===== src/hdl/ipd_pkg.sv =====
`default_nettype none

package ipd_pkg;

  localparam int unsigned QUEUE_DEPTH_DEFAULT = 8;
  localparam int unsigned CODE_BITS_DEFAULT   = 32;
  localparam int unsigned OP_FIFO_DEPTH       = 4;

  localparam int unsigned TIME_W   = 32;
  localparam int unsigned CFG_W    = 32;
  localparam int unsigned CFG_IDX_W = 3;
  localparam int unsigned MODE_W   = 2;
  localparam int unsigned OUT_CODE_W = 32;

  // register indexes on the configuration port
  localparam logic [CFG_IDX_W-1:0] REG_ZERO_MIN    = 3'd0;
  localparam logic [CFG_IDX_W-1:0] REG_ZERO_MAX    = 3'd1;
  localparam logic [CFG_IDX_W-1:0] REG_ONE_MIN     = 3'd2;
  localparam logic [CFG_IDX_W-1:0] REG_ONE_MAX     = 3'd3;
  localparam logic [CFG_IDX_W-1:0] REG_START_GAP   = 3'd4;
  localparam logic [CFG_IDX_W-1:0] REG_SIGNAL_MODE = 3'd5;

  localparam logic CMD_EDGE = 1'b0;
  localparam logic CMD_READ = 1'b1;

  localparam logic [MODE_W-1:0] MODE_ALL_EDGES = 2'd2;

  // what the back end has to do for one item
  typedef struct packed {
    logic push;
    logic pop;
  } op_ctl_t;

endpackage

`default_nettype wire


===== src/hdl/ipd_front.sv =====
`default_nettype none

module ipd_front import ipd_pkg::*; #(
  parameter int unsigned CODE_BITS = CODE_BITS_DEFAULT
) (
  input  wire logic                 clk,
  input  wire logic                 rst,
  input  wire logic                 cfg_write,
  input  wire logic [CFG_IDX_W-1:0] cfg_index,
  input  wire logic [CFG_W-1:0]     cfg_data,
  input  wire logic                 accept,
  input  wire logic                 command,
  input  wire logic [TIME_W-1:0]    timestamp_us,
  input  wire logic                 line_level,
  output op_ctl_t                   op_ctl,
  output logic [CODE_BITS-1:0]      op_code,
  output logic                      op_write
);

  logic [TIME_W-1:0]    zero_min, zero_max, one_min, one_max, start_gap;
  logic [MODE_W-1:0]    signal_mode;
  logic [CODE_BITS-1:0] shift_code, shift_code_next;
  logic [TIME_W-1:0]    prev_time, prev_time_next;

  logic [TIME_W-1:0]    interval;
  logic                 is_edge, qualify, long_gap, finish, in_zero, in_one;
  logic [CODE_BITS-1:0] shift_base;

  always_comb begin
    interval = timestamp_us - prev_time;
    is_edge  = (command == CMD_EDGE);
    // modes 0 and 1 skip edges that land on the configured level
    qualify  = is_edge && !(!signal_mode[1] && line_level == signal_mode[0]);
    long_gap = interval > start_gap;
    if (is_edge) begin
      finish = qualify && long_gap && (shift_code != '0);
    end else begin
      finish = long_gap;
    end
    in_zero = (interval >= zero_min) && (interval <= zero_max);
    in_one  = (interval >= one_min) && (interval <= one_max);
    shift_base = finish ? '0 : shift_code;
    shift_code_next = shift_base;
    if (qualify) begin
      if (in_zero) begin
        shift_code_next = {shift_base[CODE_BITS-2:0], 1'b0};
      end else if (in_one) begin
        shift_code_next = {shift_base[CODE_BITS-2:0], 1'b1};
      end
    end
    prev_time_next = is_edge ? timestamp_us : prev_time;
    op_ctl.push = finish;
    op_ctl.pop  = !is_edge;
    op_code     = shift_code;
    op_write    = accept && (finish || !is_edge);
  end

  always_ff @(posedge clk) begin
    if (rst) begin
      zero_min    <= '0;
      zero_max    <= '0;
      one_min     <= '0;
      one_max     <= '0;
      start_gap   <= '0;
      signal_mode <= MODE_ALL_EDGES;
      shift_code  <= '0;
      prev_time   <= '0;
    end else begin
      if (cfg_write) begin
        case (cfg_index)
          REG_ZERO_MIN:    zero_min    <= cfg_data;
          REG_ZERO_MAX:    zero_max    <= cfg_data;
          REG_ONE_MIN:     one_min     <= cfg_data;
          REG_ONE_MAX:     one_max     <= cfg_data;
          REG_START_GAP:   start_gap   <= cfg_data;
          REG_SIGNAL_MODE: signal_mode <= cfg_data[MODE_W-1:0];
          default: ;
        endcase
      end
      if (accept) begin
        shift_code <= shift_code_next;
        prev_time  <= prev_time_next;
      end
    end
  end

endmodule

`default_nettype wire


===== src/hdl/ipd_op_fifo.sv =====
`default_nettype none

module ipd_op_fifo import ipd_pkg::*; #(
  parameter int unsigned WIDTH = CODE_BITS_DEFAULT + 2,
  parameter int unsigned DEPTH = OP_FIFO_DEPTH
) (
  input  wire logic             clk,
  input  wire logic             rst,
  input  wire logic             wr_en,
  input  wire logic [WIDTH-1:0] wr_data,
  input  wire logic             rd_en,
  output logic [WIDTH-1:0]      rd_data,
  output logic                  empty,
  output logic                  full
);

  localparam int unsigned PTR_W = (DEPTH > 1) ? $clog2(DEPTH) : 1;
  localparam int unsigned CNT_W = $clog2(DEPTH + 1);

  logic [WIDTH-1:0] slots [DEPTH];
  logic [PTR_W-1:0] wr_ptr, rd_ptr;
  logic [CNT_W-1:0] count;

  function automatic logic [PTR_W-1:0] bump(input logic [PTR_W-1:0] p);
    return (p == PTR_W'(DEPTH - 1)) ? '0 : p + 1'b1;
  endfunction

  assign empty   = (count == '0);
  assign full    = (count == CNT_W'(DEPTH));
  assign rd_data = slots[rd_ptr];

  always_ff @(posedge clk) begin
    if (wr_en) begin
      slots[wr_ptr] <= wr_data;
    end
  end

  always_ff @(posedge clk) begin
    if (rst) begin
      wr_ptr <= '0;
      rd_ptr <= '0;
      count  <= '0;
    end else begin
      if (wr_en) begin
        wr_ptr <= bump(wr_ptr);
      end
      if (rd_en) begin
        rd_ptr <= bump(rd_ptr);
      end
      if (wr_en && !rd_en) begin
        count <= count + 1'b1;
      end else if (rd_en && !wr_en) begin
        count <= count - 1'b1;
      end
    end
  end

endmodule

`default_nettype wire


===== src/hdl/ipd_back.sv =====
`default_nettype none

module ipd_back import ipd_pkg::*; #(
  parameter int unsigned QUEUE_DEPTH = QUEUE_DEPTH_DEFAULT,
  parameter int unsigned CODE_BITS   = CODE_BITS_DEFAULT
) (
  input  wire logic                  clk,
  input  wire logic                  rst,
  input  wire logic                  op_avail,
  input  wire op_ctl_t               op_ctl,
  input  wire logic [CODE_BITS-1:0]  op_code,
  output logic                       op_take,
  output logic                       out_valid,
  input  wire logic                  out_stall,
  output logic [OUT_CODE_W-1:0]      code,
  output logic                       code_valid
);

  localparam int unsigned SLOT_W = $clog2(QUEUE_DEPTH);

  logic [CODE_BITS-1:0] code_queue [QUEUE_DEPTH];
  logic [SLOT_W-1:0]    write_slot, read_slot;
  logic [CODE_BITS-1:0] entry;
  logic                 entry_valid;

  logic [SLOT_W-1:0] write_after, pop_slot;
  logic              do_push, do_pop, out_free;

  function automatic logic [SLOT_W-1:0] next_slot(input logic [SLOT_W-1:0] s);
    return (s == SLOT_W'(QUEUE_DEPTH - 1)) ? '0 : s + 1'b1;
  endfunction

  always_comb begin
    out_free    = !out_valid || !out_stall;
    op_take     = op_avail && (!op_ctl.pop || out_free);
    // queue is full when the write slot has caught up with the read slot
    do_push     = op_take && op_ctl.push && (write_slot != read_slot);
    write_after = do_push ? next_slot(write_slot) : write_slot;
    pop_slot    = next_slot(read_slot);
    do_pop      = op_take && op_ctl.pop && (pop_slot != write_after);
  end

  always_ff @(posedge clk) begin
    if (do_push) begin
      code_queue[write_slot] <= op_code;
    end
    if (op_take && op_ctl.pop) begin
      // a code pushed by this same beat is forwarded past the memory
      if (do_push && pop_slot == write_slot) begin
        entry <= op_code;
      end else begin
        entry <= code_queue[pop_slot];
      end
      entry_valid <= do_pop;
    end
  end

  always_ff @(posedge clk) begin
    if (rst) begin
      write_slot <= SLOT_W'(1);
      read_slot  <= '0;
      out_valid  <= 1'b0;
    end else begin
      write_slot <= write_after;
      if (do_pop) begin
        read_slot <= pop_slot;
      end
      if (op_take && op_ctl.pop) begin
        out_valid <= 1'b1;
      end else if (!out_stall) begin
        out_valid <= 1'b0;
      end
    end
  end

  assign code       = entry_valid ? OUT_CODE_W'(entry) : '0;
  assign code_valid = entry_valid;

endmodule

`default_nettype wire


===== src/hdl/ir_pulse_width_decoder_fifo_top.sv =====
// ir pulse-distance decoder with a queue of finished codes
//
// input channel (in_valid / in_stall): one beat per event. command edge
// carries the receiver line level and a microsecond timestamp; command read
// asks for the oldest queued code. edges give no output, each read gives
// exactly one output beat (code, code_valid) on the output channel.
// configuration: cfg_write with cfg_index / cfg_data, one register per cycle,
// written only while the block is idle, a rule for the user that the block does not enforce.
// throughput: one input beat per cycle while in_stall is low. the front end decodes an edge in the
// cycle it is accepted, and a small op queue feeds the back end, which does
// one queue push and one pop per cycle while the output is not stalled, on a single memory
// write port and a registered read port.
// with nothing queued ahead, a read's beat is registered in the op queue, and its result
// is then registered in the output register that drives code and code_valid.
// when the receiver stalls, the result holds in the output register; the
// op queue keeps filling and in_stall rises once its four slots are full.
// reset (rst, synchronous): windows and start gap clear, signal mode
// becomes every edge, the code queue is empty, no output is pending.
`default_nettype none

module ir_pulse_width_decoder_fifo_top import ipd_pkg::*; #(
  parameter int unsigned QUEUE_DEPTH = QUEUE_DEPTH_DEFAULT,
  parameter int unsigned CODE_BITS   = CODE_BITS_DEFAULT
) (
  input  wire logic                  clk,
  input  wire logic                  rst,
  input  wire logic                  cfg_write,
  input  wire logic [CFG_IDX_W-1:0]  cfg_index,
  input  wire logic [CFG_W-1:0]      cfg_data,
  input  wire logic                  in_valid,
  output logic                       in_stall,
  input  wire logic                  command,
  input  wire logic [TIME_W-1:0]     timestamp_us,
  input  wire logic                  line_level,
  output logic                       out_valid,
  input  wire logic                  out_stall,
  output logic [OUT_CODE_W-1:0]      code,
  output logic                       code_valid
);

  localparam int unsigned OP_W = CODE_BITS + $bits(op_ctl_t);

  op_ctl_t              front_ctl, back_ctl;
  logic [CODE_BITS-1:0] front_code, back_code;
  logic                 front_write, fifo_empty, fifo_full, back_take;
  logic                 accept;

  assign in_stall = fifo_full;
  assign accept   = in_valid && !fifo_full;

  ipd_front #(
    .CODE_BITS(CODE_BITS)
  ) u_front (
    .clk          (clk),
    .rst          (rst),
    .cfg_write    (cfg_write),
    .cfg_index    (cfg_index),
    .cfg_data     (cfg_data),
    .accept       (accept),
    .command      (command),
    .timestamp_us (timestamp_us),
    .line_level   (line_level),
    .op_ctl       (front_ctl),
    .op_code      (front_code),
    .op_write     (front_write)
  );

  ipd_op_fifo #(
    .WIDTH(OP_W),
    .DEPTH(OP_FIFO_DEPTH)
  ) u_op_fifo (
    .clk     (clk),
    .rst     (rst),
    .wr_en   (front_write),
    .wr_data ({front_ctl, front_code}),
    .rd_en   (back_take),
    .rd_data ({back_ctl, back_code}),
    .empty   (fifo_empty),
    .full    (fifo_full)
  );

  ipd_back #(
    .QUEUE_DEPTH(QUEUE_DEPTH),
    .CODE_BITS  (CODE_BITS)
  ) u_back (
    .clk        (clk),
    .rst        (rst),
    .op_avail   (!fifo_empty),
    .op_ctl     (back_ctl),
    .op_code    (back_code),
    .op_take    (back_take),
    .out_valid  (out_valid),
    .out_stall  (out_stall),
    .code       (code),
    .code_valid (code_valid)
  );

endmodule

`default_nettype wire


===== config.mk =====
export PLATFORM = sky130hd
export DESIGN_NAME = ir_pulse_width_decoder_fifo_top
export DESIGN_NICKNAME = d
export VERILOG_FILES = /design/src/hdl/ipd_pkg.sv /design/src/hdl/ipd_front.sv /design/src/hdl/ipd_op_fifo.sv /design/src/hdl/ipd_back.sv /design/src/hdl/ir_pulse_width_decoder_fifo_top.sv
export SDC_FILE = /design/constraint.sdc
export NUM_CORES = 1
export LEC_CHECK = 0
export ABC_AREA = 1
export BUFFER_PORTS_ARGS = -buffer_cell sky130_fd_sc_hd__clkbuf_2
export CORE_MARGIN = 2
export CORE_UTILIZATION = 56
export CTS_CLUSTER_SIZE = 40
export DETAILED_ROUTE_END_ITERATION = 8
export PLACE_DENSITY = 0.79
export REMOVE_ABC_BUFFERS = 1
export SETUP_SLACK_MARGIN = 0.15
export SYNTH_ARGS = -nofsm -noshare
export SYNTH_HDL_FRONTEND = slang
export SYNTH_SLANG_ARGS = --single-unit
export TNS_END_PERCENT = 5

===== constraint.sdc =====
create_clock -name clk -period 9.22 [get_ports clk]
set_input_delay 0.461 -clock clk [delete_from_list [all_inputs] [get_ports clk]]
set_output_delay 0.461 -clock clk [all_outputs]
set_load 0.05 [all_outputs]

==> flow_metrics.py <==
metrics = {
    "finish": {
        "fillers": 4430,
        "regArea_um2": 17600,
        "antenna_cells": 0,
        "syn2layout_area_growth_pct": 11.2,
        "multiInputGateArea_um2": 12000,
        "postLayoutCellArea_um2": 34900,
        "nets": 3627,
        "drive_gt1_share_pct": 8.55,
    },
    "routing": {
        "drt-total-wl_mm": 71.3,
        "drtIter0Drc": 1762,
        "via_count": 23300,
        "first_pass_iters": 6,
        "route.detailed.drc": 0,
        "postRouteAntennaNets": 0,
        "routed_via_density": 5.62,
        "wl_per_cell_um": 17.2,
    },
    "worst_setup_path": {
        "start_kind": "flip-flop",
        "critPathLaunch": "u_front.prev_time[0]",
        "reg2reg_to": "u_op_fifo.slots[3][1]",
        "arrival_ps": 5760,
        "r2r_slack_ps": 3680,
        "path_class": "flip-flop to flip-flop",
        "required_ps": 9430,
        "r2r-start": "u_front.prev_time[0]",
        "worstSetupEndpoint": "u_op_fifo.slots[3][1]",
        "worstSetupEndpointType": "flip-flop",
        "path_max_fanout": 65,
        "reg2reg_depth": 26,
    },
    "placement": {
        "hpwl_mm": 43.9,
        "finalWeightedCongestion": 0.888,
        "place_ws_ps": 3490,
        "place_area_um2": 32600,
        "port_buffers": 108,
    },
    "floorplanning": {
        "initial_core_util_pct": 56.8,
        "core.rowCount": 86,
        "core_um2": 55300,
        "die_h_um": 241,
        "die_area_um2": 58000,
        "die_w_um": 241,
        "ios": 109,
    },
    "power": {
        "comb_power_share_pct": 34.4,
        "sw_frac_of_total_pct": 36.8,
        "pwr-share-clk_pct": 26.5,
        "peakVddDrop_uv": 241,
        "power_density_nw_per_um2": 307,
        "power.internal_mw": 6.78,
        "p_leak_nw": 13.2,
        "p_switching_mw": 3.95,
        "pwr-share-seq_pct": 39.0,
        "total_power_mw": 10.7,
    },
    "synthesis": {
        "synth.area.mux_share_pct": 0,
        "synth-compound-area-share_pct": 16.1,
        "synth-seq-cells": 667,
        "synthSimpleGateAreaFrac_pct": 12.7,
        "ys_seq_area_share_pct": 56.1,
        "synth_warnings": 0,
        "yosysUniqueCellTypes": 48,
        "synthAdderAreaFrac_pct": 8.13,
        "syn-cell-area_um2": 31400,
        "synth.top_cell.area_share_pct": 40.6,
        "yosys.area.top_type": "edfxtp_1",
        "synth_async_sr_flop_share_pct": 0,
        "syn-instance-count": 3304,
        "synth_xor_xnor_area_share_pct": 1.00,
        "synth_flop_cell": "edfxtp_1",
        "avgSynthCellArea_um2": 9.51,
        "synth_top_family_by_area": "compound AO/OA/AOI/OAI gates",
        "synth_edf_count": 425,
        "synth.area.top_cells": "edfxtp_1, dfxtp_1, ha_1",
    },
    "clocking": {
        "clkTransAtPathRegs_ps": 60,
        "cts_sinks": 667,
        "post_cts_buffers": 0,
        "htree_levels": 3,
        "cts_resized": 0,
        "insertion_delay_ps": 620,
        "cts_made_buffers": 69,
        "cts_tree": "done",
        "clockBufferDepth": 3,
        "root_buffer": "clkbuf_16",
        "hold_buffers": 0,
    },
    "global_route": {
        "antenna_found_initial": 4,
        "grt_pass1_wl_mm": 113,
        "grt-ovfl-total": 0,
        "grt_pass1_vias": 22100,
        "gr-usage-all-layers_pct": 24.7,
        "grt_max_degree": 125,
    },
    "sta": {
        "fin_skew_ps": 30.4,
        "final_hold_viol_count": 0,
        "worst_slew_pin_slew_ps": 1150,
        "period_needed_ps": 5540,
        "slew_violations": 0,
        "period_share_pct": 60.1,
        "max_slew_margin_pct": 23.3,
        "grt_setup_unrepaired": "no",
        "final-setup-viol-count": 0,
        "fin_setup_tns_ps": 0,
        "fmax_ghz": 0.180,
        "setup_slack_ps": 3680,
    },
    "run_status": {
        "outcome": "finished, final reports clean",
    },
    "job": {
        "max_cap_viol_count": 0,
    },
    "worst_hold_path": {
        "min_path_type": "input port to flip-flop",
    },
}
==> kinds of logic after synthesis <==
group,Yosys count
flip-flops,667
AND/OR/NAND/NOR,992
adder cells (fa/ha/maj),203
AO/OA/AOI/OAI,918
buffers and inverters,488
XOR/XNOR,36
==> cell usage after synthesis (6+ instances only) <==
master,count
a21o_1,7
a21oi_1,383
a31oi_1,36
buf_1,7
buf_2,31
buf_4,7
clkbuf_1,121
dfxtp_1,242
edfxtp_1,425
ha_1,201
inv_1,315
nand2_1,439
nand2_2,6
nand3_1,94
nand4_1,13
nor2_1,413
nor3_1,12
o21a_1,12
o21ai_0,358
o21ai_1,9
o22ai_1,32
o32ai_1,64
xnor2_1,11
xor2_1,25
==> flip-flops by register name, indices dropped and copies added, names as in the netlist, named ones only <==
name                 count
u_back.code_queue      256
u_op_fifo.slots        136
u_back.entry            32
u_front.one_max         32
u_front.one_min         32
u_front.op_code         32
u_front.prev_time       32
u_front.start_gap       32
u_front.zero_max        32
u_front.zero_min        32
u_back.read_slot         3
u_back.write_slot        3
u_op_fifo.count          3
u_front.signal_mode      2
u_op_fifo.rd_ptr         2
u_op_fifo.wr_ptr         2
u_back.code_valid        1
u_back.out_valid         1
==> critical path, cell delays in order, from the launching register on <==
cell and delay [ps]:
dfxtp_1 340, ha_1 150, inv_1 70, fa_1 410, nand3_1 110, nand2_1 90, nand3_1 90, nand2_1 170
nand3_1 120, nand2_1 120, nand3_1 110, o2111ai_1 190, nand2_1 110, nand2_1 60, xor2_1 460, ha_1 200
nand2_1 60, nor3_1 330, nand2_1 120, inv_1 70, nand2_1 50, nand2_1 70, nand2_2 40, buf_4 300
a21oi_2 270, inv_2 140, nor2_4 820
==> layout by cell type, fill, tap and decap left out, drive strengths merged <==
cell type / instances
nand2: 447
fa: 2
edfxtp: 425
or2: 2
xnor2: 11
o211ai: 2
a21boi: 2
bufinv: 7
o2111ai: 2
nor4: 4
o21a: 12
a21o: 7
o21bai: 3
nor3: 12
nand4: 14
o31ai: 1
nand3: 94
o221ai: 3
o22ai: 32
o211a: 1
a31oi: 36
and3: 1
xor2: 25
o21ai: 368
inv: 318
o32ai: 64
nor3b: 2
dfxtp: 242
clkbuf: 200
clkinv: 30
buf: 33
a21oi: 385
clkinvlp: 1
ha: 201
nor2: 416
==> routing by layer <==
layer	routed length, µm	global-route usage, %	vias to the layer above
li1	-	-	11500
met1	29300	30.2	10900
met2	35800	44.2	737
met3	4440	4.36	133
met4	1750	7.82	8
met5	58	0	-
==> power by group through the flow <==
| stage | combinational (mW) | clock (mW) | sequential [mW] |
|---|---|---|---|
| global route | 4.14 | 2.99 | 4.23 |
| global placement | 3.56 | 0 | 4.23 |
| detailed placement | 3.66 | 0 | 4.24 |
| CTS | 3.70 | 2.88 | 4.19 |
| floorplan | 2.58 | 0 | 4.25 |
| finish | 3.69 | 2.85 | 4.19 |
==> layout make-up <==
| type | instances | share of cell area (%) |
|---|---|---|
| Multi-Input combinational cell | 2149 | 34.4 |
| Clock buffer | 92 | 5.51 |
| Clock inverter | 34 | 1.22 |
| Sequential cell | 667 | 50.4 |
| Timing Repair Buffer | 141 | 2.26 |
| Tap cell | 748 | 2.68 |
| Inverter | 322 | 3.48 |
==> worst min-delay path by stage <==
stage	start	to	slack (ps)	cells after the start
after floorplan	u_front.signal_mode[1]	u_front.signal_mode[1]	430	2
after CTS	command	u_op_fifo.slots[3][32]	80	1
after global placement	u_front.prev_time[19]	u_front.prev_time[19]	440	2
after global routing	command	u_op_fifo.slots[0][32]	110	1
after detailed placement	u_front.prev_time[15]	u_front.prev_time[15]	450	2
final	command	u_op_fifo.slots[2][32]	110	1
==> through the flow <==
stage / hold slack (ps) / cells / utilization, %
CTS: 82.4 / 4153 / 63.1
global placement: 443 / 4027 / 58.9
detailed placement: 452 / 4027 / 58.9
global route: 105 / 4153 / 63.1
floorplan: 430 / 3138 / -
finish: 111 / 4153 / 63.1
No activity file was read; power rests on OpenSTA's default activity.
